[config.mk]
export PLATFORM = sky130hd
export DESIGN_NAME = binary_delta_patch_applier
export DESIGN_NICKNAME = d
export VERILOG_FILES = /design/src/design/bdpa_pkg.sv /design/src/design/bdpa_decode.sv /design/src/design/bdpa_engine.sv /design/src/design/binary_delta_patch_applier.sv
export VERILOG_INCLUDE_DIRS = /design/src /design/src/design
export SDC_FILE = /design/constraint.sdc
export NUM_CORES = 1
export LEC_CHECK = 0
export ABC_CLOCK_PERIOD_IN_PS = 11700
export CAP_MARGIN = 5
export CORE_ASPECT_RATIO = 1.4
export CORE_UTILIZATION = 36
export CTS_CLUSTER_SIZE = 14
export DETAILED_ROUTE_END_ITERATION = 6
export DONT_BUFFER_PORTS = 1
export GPL_ROUTABILITY_DRIVEN = 0
export PLACE_DENSITY = 0.62
export SLEW_MARGIN = 20
export SYNTH_ARGS = -nofsm -noshare
export SYNTH_HDL_FRONTEND = slang
export SYNTH_HIERARCHICAL = 1
export SYNTH_SLANG_ARGS = --single-unit
export TNS_END_PERCENT = 1
[constraint.sdc]
create_clock -name clock -period 11.7 [get_ports clock]
set_clock_uncertainty 0.1 [all_clocks]
set_input_delay 0.585 -clock clock [delete_from_list [all_inputs] [get_ports clock]]
set_output_delay 0.585 -clock clock [all_outputs]
set_load 0.02 [all_outputs]
[src/design/binary_delta_patch_applier_defines.svh]
// Assertion macros for the patch applier design files; only bdpa_engine includes them.
`ifndef BINARY_DELTA_PATCH_APPLIER_DEFINES_SVH
`define BINARY_DELTA_PATCH_APPLIER_DEFINES_SVH

// Same-cycle implication, disabled during reset.
`define BDPA_ASSERT_NOW(label, clk, rst, ante, cons) \
   label: assert property (@(posedge clk) disable iff (rst) (ante) |-> (cons)) \
      else $error("bdpa assertion failed");

// Next-cycle implication, disabled during reset.
`define BDPA_ASSERT_NEXT(label, clk, rst, ante, cons) \
   label: assert property (@(posedge clk) disable iff (rst) (ante) |=> (cons)) \
      else $error("bdpa assertion failed");

`endif

[src/design/bdpa_pkg.sv]
// Shared types and constants for the binary delta patch applier.
package bdpa_pkg;

   localparam int ADDR_WIDTH_DEFAULT = 32;
   localparam int HEADER_BYTES       = 24;
   localparam int CSR_ADDR_WIDTH     = 3;

   localparam logic CSR_IDX_NEW_SIZE = 1'b0;

   typedef enum logic [3:0] {
      PH_HEADER = 4'b0001,
      PH_DIFF   = 4'b0010,
      PH_EXTRA  = 4'b0100,
      PH_HALT   = 4'b1000
   } phase_type;

   typedef enum logic [2:0] {
      ST_RUN      = 3'd0,
      ST_DONE     = 3'd1,
      ST_BAD_CTRL = 3'd2,
      ST_OVERRUN  = 3'd3,
      ST_HALTED   = 3'd4
   } status_type;

   typedef enum logic [1:0] {
      FLD_DIFF  = 2'd0,
      FLD_EXTRA = 2'd1,
      FLD_SEEK  = 2'd2
   } field_idx_type;

   typedef struct packed {
      logic        len_bad;
      logic [30:0] len;
      logic [31:0] seek;
   } field_dec_type;

   typedef struct packed {
      logic [7:0]  new_byte;
      logic        byte_valid;
      status_type  status;
      logic        last;
      logic [31:0] old_pos;
   } result_type;

endpackage

[src/design/bdpa_decode.sv]
// Decodes one 8-byte sign-magnitude control field into a length and a seek.
module bdpa_decode (
   input  logic [63:0]            field,
   output bdpa_pkg::field_dec_type dec
);

   logic [62:0] mag;
   logic        neg;

   assign mag = field[62:0];
   assign neg = field[63] && (mag != '0);

   always_comb begin
      dec.len_bad = neg || (mag[62:31] != '0);
      dec.len     = dec.len_bad ? '0 : mag[30:0];
      dec.seek    = neg ? (32'd0 - mag[31:0]) : mag[31:0];
   end

endmodule

[src/design/bdpa_engine.sv]
// Patch state machine: header parsing, diff add, extra copy and checks.
`include "binary_delta_patch_applier_defines.svh"

module bdpa_engine (
   input  logic                   clock,
   input  logic                   reset,
   input  logic                   fire,
   input  logic [7:0]             patch_byte,
   input  logic [7:0]             old_byte,
   input  logic [31:0]            new_size,
   output bdpa_pkg::result_type   result
);

   bdpa_pkg::phase_type     phase_ff, phase_in;
   logic [4:0]              cnt_ff, cnt_in;
   logic [55:0]             field_ff, field_in;
   logic [30:0]             diff_ff, diff_in;
   logic [30:0]             extra_ff, extra_in;
   logic [31:0]             seek_ff, seek_in;
   logic [30:0]             rem_ff, rem_in;
   logic [31:0]             npos_ff, npos_in;
   logic [31:0]             opos_ff, opos_in;
   logic                    bad_ff, bad_in;

   bdpa_pkg::field_dec_type dec;
   bdpa_pkg::status_type    st;

   logic        is_hdr, is_diff, is_extra, step;
   logic [31:0] npos_n, opos_n, seek_sel, opos_end;
   logic [30:0] rem_n;
   logic        diff_over, extra_over, done_now;
   logic        hdr_last, field_end;
   logic [1:0]  field_idx;
   logic        do_end_diff, do_end_triple;

   bdpa_decode u_decode (
      .field ({patch_byte, field_ff}),
      .dec   (dec)
   );

   assign is_hdr   = (phase_ff == bdpa_pkg::PH_HEADER);
   assign is_diff  = (phase_ff == bdpa_pkg::PH_DIFF);
   assign is_extra = (phase_ff == bdpa_pkg::PH_EXTRA);
   assign step     = is_diff || is_extra;

   assign npos_n   = npos_ff + {31'd0, step};
   assign opos_n   = opos_ff + {31'd0, is_diff};
   assign rem_n    = rem_ff - {30'd0, (rem_ff != '0)};
   assign seek_sel = is_hdr ? dec.seek : seek_ff;
   assign opos_end = opos_n + seek_sel;

   assign diff_over  = ({1'b0, npos_ff} + {2'b0, diff_ff}) > {1'b0, new_size};
   assign extra_over = ({1'b0, npos_n} + {2'b0, extra_ff}) > {1'b0, new_size};
   assign done_now   = (npos_n >= new_size);

   assign hdr_last  = (cnt_ff == 5'(bdpa_pkg::HEADER_BYTES - 1));
   assign field_end = (cnt_ff[2:0] == 3'b111);
   assign field_idx = cnt_ff[4:3];

   always_comb begin
      phase_in      = phase_ff;
      cnt_in        = cnt_ff;
      field_in      = field_ff;
      diff_in       = diff_ff;
      extra_in      = extra_ff;
      seek_in       = seek_ff;
      rem_in        = rem_ff;
      npos_in       = npos_n;
      opos_in       = opos_n;
      bad_in        = bad_ff;
      st            = bdpa_pkg::ST_RUN;
      do_end_diff   = 1'b0;
      do_end_triple = 1'b0;
      result.new_byte   = '0;
      result.byte_valid = 1'b0;

      case (phase_ff)
         bdpa_pkg::PH_HEADER: begin
            if ((cnt_ff == '0) && done_now) begin
               phase_in = bdpa_pkg::PH_HALT;
               st       = bdpa_pkg::ST_DONE;
            end else begin
               field_in = {patch_byte, field_ff[55:8]};
               if (cnt_ff == '0) begin
                  bad_in = 1'b0;
               end
               if (field_end) begin
                  case (field_idx)
                     bdpa_pkg::FLD_DIFF: begin
                        diff_in = dec.len;
                        bad_in  = bad_in || dec.len_bad;
                     end
                     bdpa_pkg::FLD_EXTRA: begin
                        extra_in = dec.len;
                        bad_in   = bad_in || dec.len_bad;
                     end
                     bdpa_pkg::FLD_SEEK: begin
                        seek_in = dec.seek;
                     end
                     default: begin
                     end
                  endcase
               end
               cnt_in = cnt_ff + 5'd1;
               if (hdr_last) begin
                  cnt_in = '0;
                  if (bad_ff || diff_over) begin
                     phase_in = bdpa_pkg::PH_HALT;
                     st       = bdpa_pkg::ST_BAD_CTRL;
                  end else if (diff_ff != '0) begin
                     phase_in = bdpa_pkg::PH_DIFF;
                     rem_in   = diff_ff;
                  end else begin
                     do_end_diff = 1'b1;
                  end
               end
            end
         end
         bdpa_pkg::PH_DIFF: begin
            result.new_byte   = patch_byte + old_byte;
            result.byte_valid = 1'b1;
            rem_in            = rem_n;
            do_end_diff       = (rem_n == '0);
         end
         bdpa_pkg::PH_EXTRA: begin
            result.new_byte   = patch_byte;
            result.byte_valid = 1'b1;
            rem_in            = rem_n;
            do_end_triple     = (rem_n == '0);
         end
         default: begin
            st = bdpa_pkg::ST_HALTED;
         end
      endcase

      if (do_end_diff) begin
         if (extra_over) begin
            phase_in = bdpa_pkg::PH_HALT;
            st       = bdpa_pkg::ST_OVERRUN;
         end else if (extra_ff != '0) begin
            phase_in = bdpa_pkg::PH_EXTRA;
            rem_in   = extra_ff;
         end else begin
            do_end_triple = 1'b1;
         end
      end

      if (do_end_triple) begin
         opos_in = opos_end;
         cnt_in  = '0;
         if (done_now) begin
            phase_in = bdpa_pkg::PH_HALT;
            st       = bdpa_pkg::ST_DONE;
         end else begin
            phase_in = bdpa_pkg::PH_HEADER;
         end
      end

      result.status  = st;
      result.last    = result.byte_valid && (st == bdpa_pkg::ST_DONE);
      result.old_pos = opos_in;
   end

   always_ff @(posedge clock) begin
      if (reset) begin
         phase_ff <= bdpa_pkg::PH_HEADER;
         cnt_ff   <= '0;
         npos_ff  <= '0;
         opos_ff  <= '0;
         bad_ff   <= 1'b0;
      end else if (fire) begin
         phase_ff <= phase_in;
         cnt_ff   <= cnt_in;
         npos_ff  <= npos_in;
         opos_ff  <= opos_in;
         bad_ff   <= bad_in;
      end
   end

   always_ff @(posedge clock) begin
      if (fire) begin
         field_ff <= field_in;
         diff_ff  <= diff_in;
         extra_ff <= extra_in;
         seek_ff  <= seek_in;
         rem_ff   <= rem_in;
      end
   end

   `BDPA_ASSERT_NEXT(a_halt_sticky, clock, reset, phase_ff == bdpa_pkg::PH_HALT, phase_ff == bdpa_pkg::PH_HALT)
   `BDPA_ASSERT_NOW(a_hdr_count, clock, reset, 1'b1, cnt_ff < 5'(bdpa_pkg::HEADER_BYTES))
   `BDPA_ASSERT_NOW(a_rem_live, clock, reset, is_diff || is_extra, rem_ff != '0)

endmodule

[src/design/binary_delta_patch_applier.sv]
// Top level of the binary delta patch applier: handshakes, CSR and result register.
//
//   channel   direction  handshake          payload
//   req       in         req_valid/stall    patch_byte, old_byte
//   rsp       out        rsp_valid/stall    new_byte, byte_valid, status, last, old_address
//   csr       in/out     APB write/read     new_size at byte address 0
//
// One request per cycle unless rsp stalls; each yields one registered response.
// The state update for a request happens in the single step stage of bdpa_engine.
// Reset is synchronous and returns the parser to the first control header byte.
// A stalled response holds the step stage; the input register then stalls req.
// A halted applier answers every request with status ST_HALTED until reset.
module binary_delta_patch_applier #(
   parameter int ADDR_WIDTH = bdpa_pkg::ADDR_WIDTH_DEFAULT
) (
   input  logic                                clock,
   input  logic                                reset,

   input  logic                                req_valid,
   output logic                                req_stall,
   input  logic [7:0]                          req_patch_byte,
   input  logic [7:0]                          req_old_byte,

   output logic                                rsp_valid,
   input  logic                                rsp_stall,
   output logic [7:0]                          rsp_new_byte,
   output logic                                rsp_byte_valid,
   output logic [2:0]                          rsp_status,
   output logic                                rsp_last,
   output logic [ADDR_WIDTH-1:0]               rsp_old_address,

   input  logic                                csr_psel,
   input  logic                                csr_penable,
   input  logic                                csr_pwrite,
   input  logic [bdpa_pkg::CSR_ADDR_WIDTH-1:0] csr_paddr,
   input  logic [31:0]                         csr_pwdata,
   output logic [31:0]                         csr_prdata,
   output logic                                csr_pready
);

   logic                  in_valid_ff, in_valid_in;
   logic [7:0]            patch_ff, old_ff;
   logic                  out_valid_ff, out_valid_in;
   logic [7:0]            new_byte_ff;
   logic                  byte_valid_ff;
   logic [2:0]            status_ff;
   logic                  last_ff;
   logic [ADDR_WIDTH-1:0] old_addr_ff;
   logic [31:0]           new_size_ff;

   logic                  out_free, fire, req_take, csr_wr;
   logic [ADDR_WIDTH+31:0] addr_ext;
   bdpa_pkg::result_type  result;

   assign out_free  = !out_valid_ff || !rsp_stall;
   assign fire      = in_valid_ff && out_free;
   assign req_stall = in_valid_ff && !out_free;
   assign req_take  = req_valid && !req_stall;

   assign in_valid_in  = req_take || (in_valid_ff && !fire);
   assign out_valid_in = fire || (out_valid_ff && rsp_stall);

   assign csr_wr     = csr_psel && csr_penable && csr_pwrite && csr_pready;
   assign csr_pready = 1'b1;
   assign csr_prdata = (csr_paddr[2] == bdpa_pkg::CSR_IDX_NEW_SIZE) ? new_size_ff : '0;

   assign addr_ext = {{ADDR_WIDTH{1'b0}}, result.old_pos};

   bdpa_engine u_engine (
      .clock      (clock),
      .reset      (reset),
      .fire       (fire),
      .patch_byte (patch_ff),
      .old_byte   (old_ff),
      .new_size   (new_size_ff),
      .result     (result)
   );

   always_ff @(posedge clock) begin
      if (reset) begin
         in_valid_ff  <= 1'b0;
         out_valid_ff <= 1'b0;
         new_size_ff  <= '0;
      end else begin
         in_valid_ff  <= in_valid_in;
         out_valid_ff <= out_valid_in;
         if (csr_wr && (csr_paddr[2] == bdpa_pkg::CSR_IDX_NEW_SIZE)) begin
            new_size_ff <= csr_pwdata;
         end
      end
   end

   always_ff @(posedge clock) begin
      if (req_take) begin
         patch_ff <= req_patch_byte;
         old_ff   <= req_old_byte;
      end
      if (fire) begin
         new_byte_ff   <= result.new_byte;
         byte_valid_ff <= result.byte_valid;
         status_ff     <= result.status;
         last_ff       <= result.last;
         old_addr_ff   <= addr_ext[ADDR_WIDTH-1:0];
      end
   end

   assign rsp_valid       = out_valid_ff;
   assign rsp_new_byte    = new_byte_ff;
   assign rsp_byte_valid  = byte_valid_ff;
   assign rsp_status      = status_ff;
   assign rsp_last        = last_ff;
   assign rsp_old_address = old_addr_ff;

endmodule
==> out/qor.yml, run 1 <==
outcome:
  outcome: "finished, final reports clean"
synthesis:
  syn_area_per_cell_sq_um: 9.38
  ys_warn_count: 6
  synth_top_cell_area_share_pct: 29.2
  ys_types: 107
  synth-main-ff-cell: "edfxtp_1"
  synth.yosys.seq_area_share_pct: 37.9
  ys_async_sr_fraction_pct: 0
  synth_area_sq_um: 24900
  synth_area_leader_cell: "edfxtp_1"
  ys_seq_elements: 350
  synth-edff-count: 242
  synthTopCellsByArea: "edfxtp_1, ha_1, dfxtp_1, nand2_1, xnor2_1"
  syn_inst: 2649
  syn_nets: 2921
final_layout:
  final_cell_count_no_fill: 3571
  fillers: 6584
  fin_nets: 2892
  drive_gt1_share_pct: 6.75
  regArea_sq_um: 9430
  final_cell_area_sq_um: 27200
  diodes: 0
  finish.utilization_pct: 40.0
  multiInputGateArea_sq_um: 14600
  area_growth_syn_to_layout_pct: 9.58
power_and_ir_drop:
  seq_power_share_pct: 44.5
  p_switching_mw: 0.885
  p_int_mw: 2.36
  pwr-share-comb_pct: 13.6
  power.total_mw: 3.24
  pwr-share-clk_pct: 41.9
  p_leak_nw: 10.2
  p_per_area_nw_per_um2: 119
  ir_drop_uv: 131
  p_sw_share_pct: 27.3
route:
  num_vias: 20400
  drc: 0
  drt_first_pass_iters: 6
  routedWlPerCell_microns: 20.4
  drtIter0Drc: 1623
  drtAntennaViolNets: 0
  routed_wl_mm: 72.8
  avgViaCountPerCell: 5.72
worst_setup_path:
  crit_top_cell: "ha_1"
  path_max_fanout: 38
  required_ps: 11930
  startpoint: "u_engine/phase_ff[3]"
  critPathKind: "reg2reg"
  reg2reg_depth: 29
  endpoint: "u_engine/rem_ff[20]"
  crit_path_start_kind: "flip-flop"
  cp-end-kind: "flip-flop"
  slowest_delay_ps: 680
  crit_arrival_ps: 9210
  slowest_stage: "nand2b_2"
  rr_startpoint: "u_engine/phase_ff[3]"
  r2r_end: "u_engine/rem_ff[20]"
  ff2ff_setup_slack_ps: 2720
global_routing:
  grt_pass1_vias: 19900
  grt_overflow_total: 0
  grt_max_degree: 113
  grt_usage_pct: 20.4
  grt_pass1_wl_mm: 112
  antenna_found_initial: 0
clock_network:
  root_buffer: "clkbuf_16"
  cts_setup_buffers: 0
  clkLatencyLatePin_ps: 590
  path_clk_slew_ps: 60
  clock-sinks: 350
  cts_made_buffers: 40
  cts.htree.levels: 2
  cts_tree: "done"
  clockBufferDepth: 3
sta:
  holdWs_ps: 56.0
  worst_slew_pin_slew_ps: 1030
  fmax_mhz: 111
  tns_ps: 0
  min_period_ps: 8980
  rsz0062_at_grt: "false"
  hold_viol: 0
  setup_viol: 0
  drv_slew: 0
  timing.final.crit_share_pct: 76.7
  layout_setup_ws_ps: 2720
  relSlewSlack_pct: 30.3
place:
  post-place-cells: 3480
  place_hpwl_mm: 54.3
  portBuffers: 0
  place_area_sq_um: 25600
  pre_cts_slack_ps: 2830
floorplanning:
  num_rows: 113
  die-height_microns: 313
  initial_utilization_pct: 36.5
  coreArea_sq_um: 68000
  io_pins: 138
  dieArea_sq_um: 70100
  die_w_microns: 224
hold_path:
  hp-start: "csr_pwdata[3]"
  hold_path_class: "in2reg"
run:
  maxCapViolCount: 0
-- repair_timing --
item	in CTS	in global routing
hold buffers	18	0
endpoints found under the hold margin	43	0
endpoints found under the setup margin	0	0
resized for setup	0	0
-- routing by layer --
metal	track usage (%)	part of all wire (%)	wire [microns]
met3	2.76	5.9	4280
met2	37.6	51	37400
met5	0	0	0
met1	23.3	39	28100
met4	8.73	4.2	3050
-- cell usage after synthesis, drive strengths merged (5+ instances only) --
master	n
o211ai	27
nand3	79
o31ai	30
a21o	74
a2111oi	13
xnor2	121
o2111ai	8
o21a	31
nor2b	43
nor3	42
nor3b	6
nand2	288
o21bai	15
nor4	49
a21oi	158
inv	91
a311oi	19
and4	12
nor4b	8
or2	19
or4	19
nand4	56
clkbuf	72
or3	14
mux2i	40
o41ai	9
a211o	5
o21ai	113
a211oi	18
xor2	81
buf	35
ha	210
mux2	23
nand2b	81
a31oi	16
edfxtp	242
and3	27
nor2	207
dfxtp	108
and2	47
a221oi	15
-- power groups by stage --
stage                     logic (mW)  clock network (mW)  registers (mW)
final                          0.443                1.36            1.44
after global routing           0.489                1.44            1.45
after CTS                      0.438                1.40            1.44
after detailed placement       0.427                   0            1.47
after global placement         0.417                   0            1.47
after floorplan                0.341                   0            1.45
-- cell families (layout without fill, tap and decap cells) --
family          Yosys count  count (layout)  share of synthesized area, %
mux                      63              63                          2.70
buf+inv                 199             201                          3.60
fa+ha+maj               214             214                          10.9
flops                   350             350                          37.9
other cells               1               1                        0.0151
xor+xnor                202             202                          7.12
simple gates           1013            1013                          21.2
compound gates          607             607                          16.5
-- state kept, by name, indices dropped and copies added (netlist names), 3 cells and up --
name / cells
rsp_status: 3
patch_ff: 8
u_engine/extra_ff: 31
u_engine/phase_ff: 4
u_engine/opos_ff: 32
u_engine/rem_ff: 31
u_engine/seek_ff: 32
u_engine/npos_ff: 32
new_size_ff: 32
u_engine/cnt_ff: 5
u_engine/field_ff: 56
u_engine/diff_ff: 31
rsp_old_address: 32
old_ff: 8
rsp_new_byte: 8
-- placed cells by master, fill, tap and decap left out, types with 45 or more instances in the layout --
cell type / synthesis / layout
a21oi_1: 156 / 156
xnor2_1: 121 / 121
xor2_1: 81 / 81
nand2b_1: 81 / 80
o21ai_0: 109 / 109
and2_1: 47 / 45
nand3_1: 77 / 77
nand4_1: 55 / 55
inv_1: 90 / 90
nor2_1: 206 / 203
a21o_1: 74 / 74
edfxtp_1: 242 / 242
ha_1: 210 / 210
dfxtp_1: 108 / 108
nand2_1: 288 / 288
-- layout make-up --
type / instances / area share (%)
Timing Repair Buffer: 36 / 1.19
Clock buffer: 45 / 3.86
Sequential cell: 350 / 34.6
Multi-Input combinational cell: 2100 / 53.5
Tap cell: 920 / 4.23
Inverter: 92 / 1.27
Clock inverter: 28 / 1.29
-- critical path: cells and delay by family (launching register included) --
family,cells,cell delay [ps]
and+or+nand+nor,13,3290
AOI/OAI and AO/OA,7,2120
buffers and inverters,3,1030
adders and majority gates,3,1020
DFF,1,500
xor gates and xnor gates,2,330
muxes,1,290
-- how the worst min path moves through the flow --
| stage | endpoint | slack, ps | cells after the start |
|---|---|---|---|
| final | new_size_ff[3] | 60 | 2 |
| after floorplan | u_engine/field_ff[27] | 330 | 0 |
| after global routing | u_engine/npos_ff[26] | 20 | 1 |
| after global placement | u_engine/field_ff[47] | 330 | 0 |
| after detailed placement | u_engine/field_ff[33] | 340 | 0 |
| after CTS | u_engine/opos_ff[9] | 4 | 1 |
Power figures use the tool's default switching activity.
==> run 2: changes to the inputs <==
- ABC_CLOCK_PERIOD_IN_PS: 11700 -> 7900
- clock period: 11.7 -> 7.9 ns (I/O delays scaled with it)
==> out/qor.yml, run 2 (synthesis results as in run 1) <==
route:
  routedWlPerCell_microns: 20.3  # was 20.4 microns
  drtAntennaViolNets: 0  # unchanged
  drtIter0Drc: 1423  # was 1623
  num_vias: 20600  # was 20400
  avgViaCountPerCell: 5.65  # was 5.72
  drt_first_pass_iters: 5  # was 6
  routed_wl_mm: 73.7  # was 72.8 mm
  drc: 0  # unchanged
final_layout:
  diodes: 0  # unchanged
  drive_gt1_share_pct: 7.77  # was 6.75%
  area_growth_syn_to_layout_pct: 12.3  # was 9.58%
  mostFrequentLayoutCells: "nand2_1, edfxtp_1, ha_1"  # unchanged
  largest_reg_flops: 56  # unchanged
  fin_nets: 2957  # was 2892
  regMostFlops: "u_engine/field_ff"  # unchanged
  final_cell_area_sq_um: 27900  # was 27200 sq um
  final_cell_count_no_fill: 3637  # was 3571
  layout_commonest_cell: "nand2_1"  # unchanged
worst_setup_path:
  ff2ff_setup_slack_ps: 400  # was 2720 ps
  startpoint: "u_engine/phase_ff[3]"  # unchanged
  cp-end-kind: "flip-flop"  # unchanged
  crit_top_cell: "buf_4"  # was ha_1
  crit_path_start_kind: "flip-flop"  # unchanged
  rr_startpoint: "u_engine/phase_ff[3]"  # unchanged
  required_ps: 8270  # was 11930 ps
  path_max_fanout: 13  # was 38
  r2r_end: "u_engine/opos_ff[30]"  # was u_engine/rem_ff[20]
  slowest_delay_ps: 560  # was 680 ps
  slowest_stage: "or4_1"  # was nand2b_2
  reg2reg_depth: 33  # was 29
  crit_arrival_ps: 7870  # was 9210 ps
  critPathKind: "reg2reg"  # unchanged
floorplanning:
  initial_utilization_pct: 36.5  # unchanged
  num_rows: 113  # unchanged
  die-height_microns: 313  # unchanged
  io_pins: 138  # unchanged
  coreArea_sq_um: 68000  # unchanged
  dieArea_sq_um: 70100  # unchanged
  die_w_microns: 224  # unchanged
power_and_ir_drop:
  p_per_area_nw_per_um2: 173  # was 119 nW/um^2
  p_leak_nw: 10.6  # was 10.2 nW
  ir_drop_uv: 173  # was 131 uV
clock_network:
  cts.htree.levels: 2  # unchanged
  clockBufferDepth: 3  # unchanged
  path_clk_slew_ps: 60  # about the same
  cts_made_buffers: 41  # was 40
  clkLatencyLatePin_ps: 590  # about the same
  root_buffer: "clkbuf_16"  # unchanged
  clock-sinks: 350  # unchanged
  cts_tree: "done"  # unchanged
sta:
  relSlewSlack_pct: 21.8  # was 30.3%
  layout_setup_ws_ps: 399  # was 2720 ps
  drv_slew: 0  # unchanged
  hold_viol: 0  # unchanged
  holdWs_ps: 87.5  # was 56.0 ps
  setup_viol: 0  # unchanged
  worst_slew_pin_slew_ps: 1160  # was 1030 ps
  fmax_mhz: 133  # was 111 MHz
  timing.final.crit_share_pct: 94.9  # was 76.7%
  tns_ps: 0  # unchanged
  min_period_ps: 7500  # was 8980 ps
global_routing:
  grt_usage_pct: 20.8  # was 20.4%
  grt_max_degree: 135  # was 113
  grt_pass1_vias: 20500  # was 19900
  antenna_found_initial: 1  # was 0
  grt_pass1_wl_mm: 114  # was 112 mm
  grt_overflow_total: 0  # unchanged
hold_path:
  worstHoldPathCells: 2  # unchanged
  min_to: "u_engine/opos_ff[2]"  # was new_size_ff[3]
  hp-start: "reset"  # was csr_pwdata[3]
  hold_path_class: "in2reg"  # unchanged
place:
  portBuffers: 0  # unchanged
  pre_cts_slack_ps: 57.3  # was 2830 ps
  post-place-cells: 3508  # was 3480
  place_area_sq_um: 25900  # was 25600 sq um
  place_hpwl_mm: 55.2  # was 54.3 mm
outcome:
  outcome: "finished, final reports clean"  # unchanged
run:
  maxCapViolCount: 0  # unchanged
run 2: worst max-delay path by stage:
stage	slack, ps	to	cells past startpoint
6_report	400	u_engine/opos_ff[30]	33
5_1_grt	-30	rsp_last	29
4_1_cts	40	u_engine/opos_ff[4]	30
3_5_place_dp	60	u_engine/opos_ff[30]	30
3_3_place_gp	110	u_engine/opos_ff[30]	30
2_1_floorplan	290	u_engine/seek_ff[0]	23
run 2: layout make-up:
class | count | area (sq um)
flip-flops and latches | 350 | 9430
clock inverters | 24 | 298
repair buffers | 100 | 980
clock buffers | 51 | 1090
multi-input cells | 2100 | 14600
fillers | 6554 | 40100
well taps | 920 | 1150
inverters | 92 | 345
run 2: metal layers:
metal | GRT usage, % | up-vias | part of all wire (%)
met5 | 0 | - | 0
met4 | 10.6 | 0 | 5.1
met3 | 3.11 | 191 | 5.7
met2 | 38.3 | 697 | 51
met1 | 23.0 | 9798 | 38
li1 | - | 9870 | -
run 2: critical path, delay by kind of cell (launching register included):
| family | cells | cell delay (ps) |
|---|---|---|
| muxes | 1 | 330 |
| adders and majority gates | 3 | 890 |
| buffers and inverters | 6 | 1030 |
| DFF | 1 | 380 |
| xor gates and xnor gates | 2 | 330 |
| and+or+nand+nor | 10 | 2350 |
| AOI/OAI and AO/OA | 11 | 1990 |
run 2: stage by stage:
step                utilization [%]  power [mW]
finish                         41.0        4.82
global route                   41.0        5.03
CTS                            41.0        4.87
detailed placement             38.1        2.82
global placement               38.1        2.80
floorplan                         -        2.65
run 2: power breakdown:
part           switching (mW)  internal (mW)
Combinational           0.422          0.268
Sequential             0.0957           2.04
Clock                   0.805           1.19
run 2: what timing repair did:
item / CTS / global route
resized for setup: 0 / 15
endpoints found under the hold margin: 119 / 0
setup buffers: 0 / 1
endpoints found under the setup margin: 0 / 105
hold buffers: 53 / 0
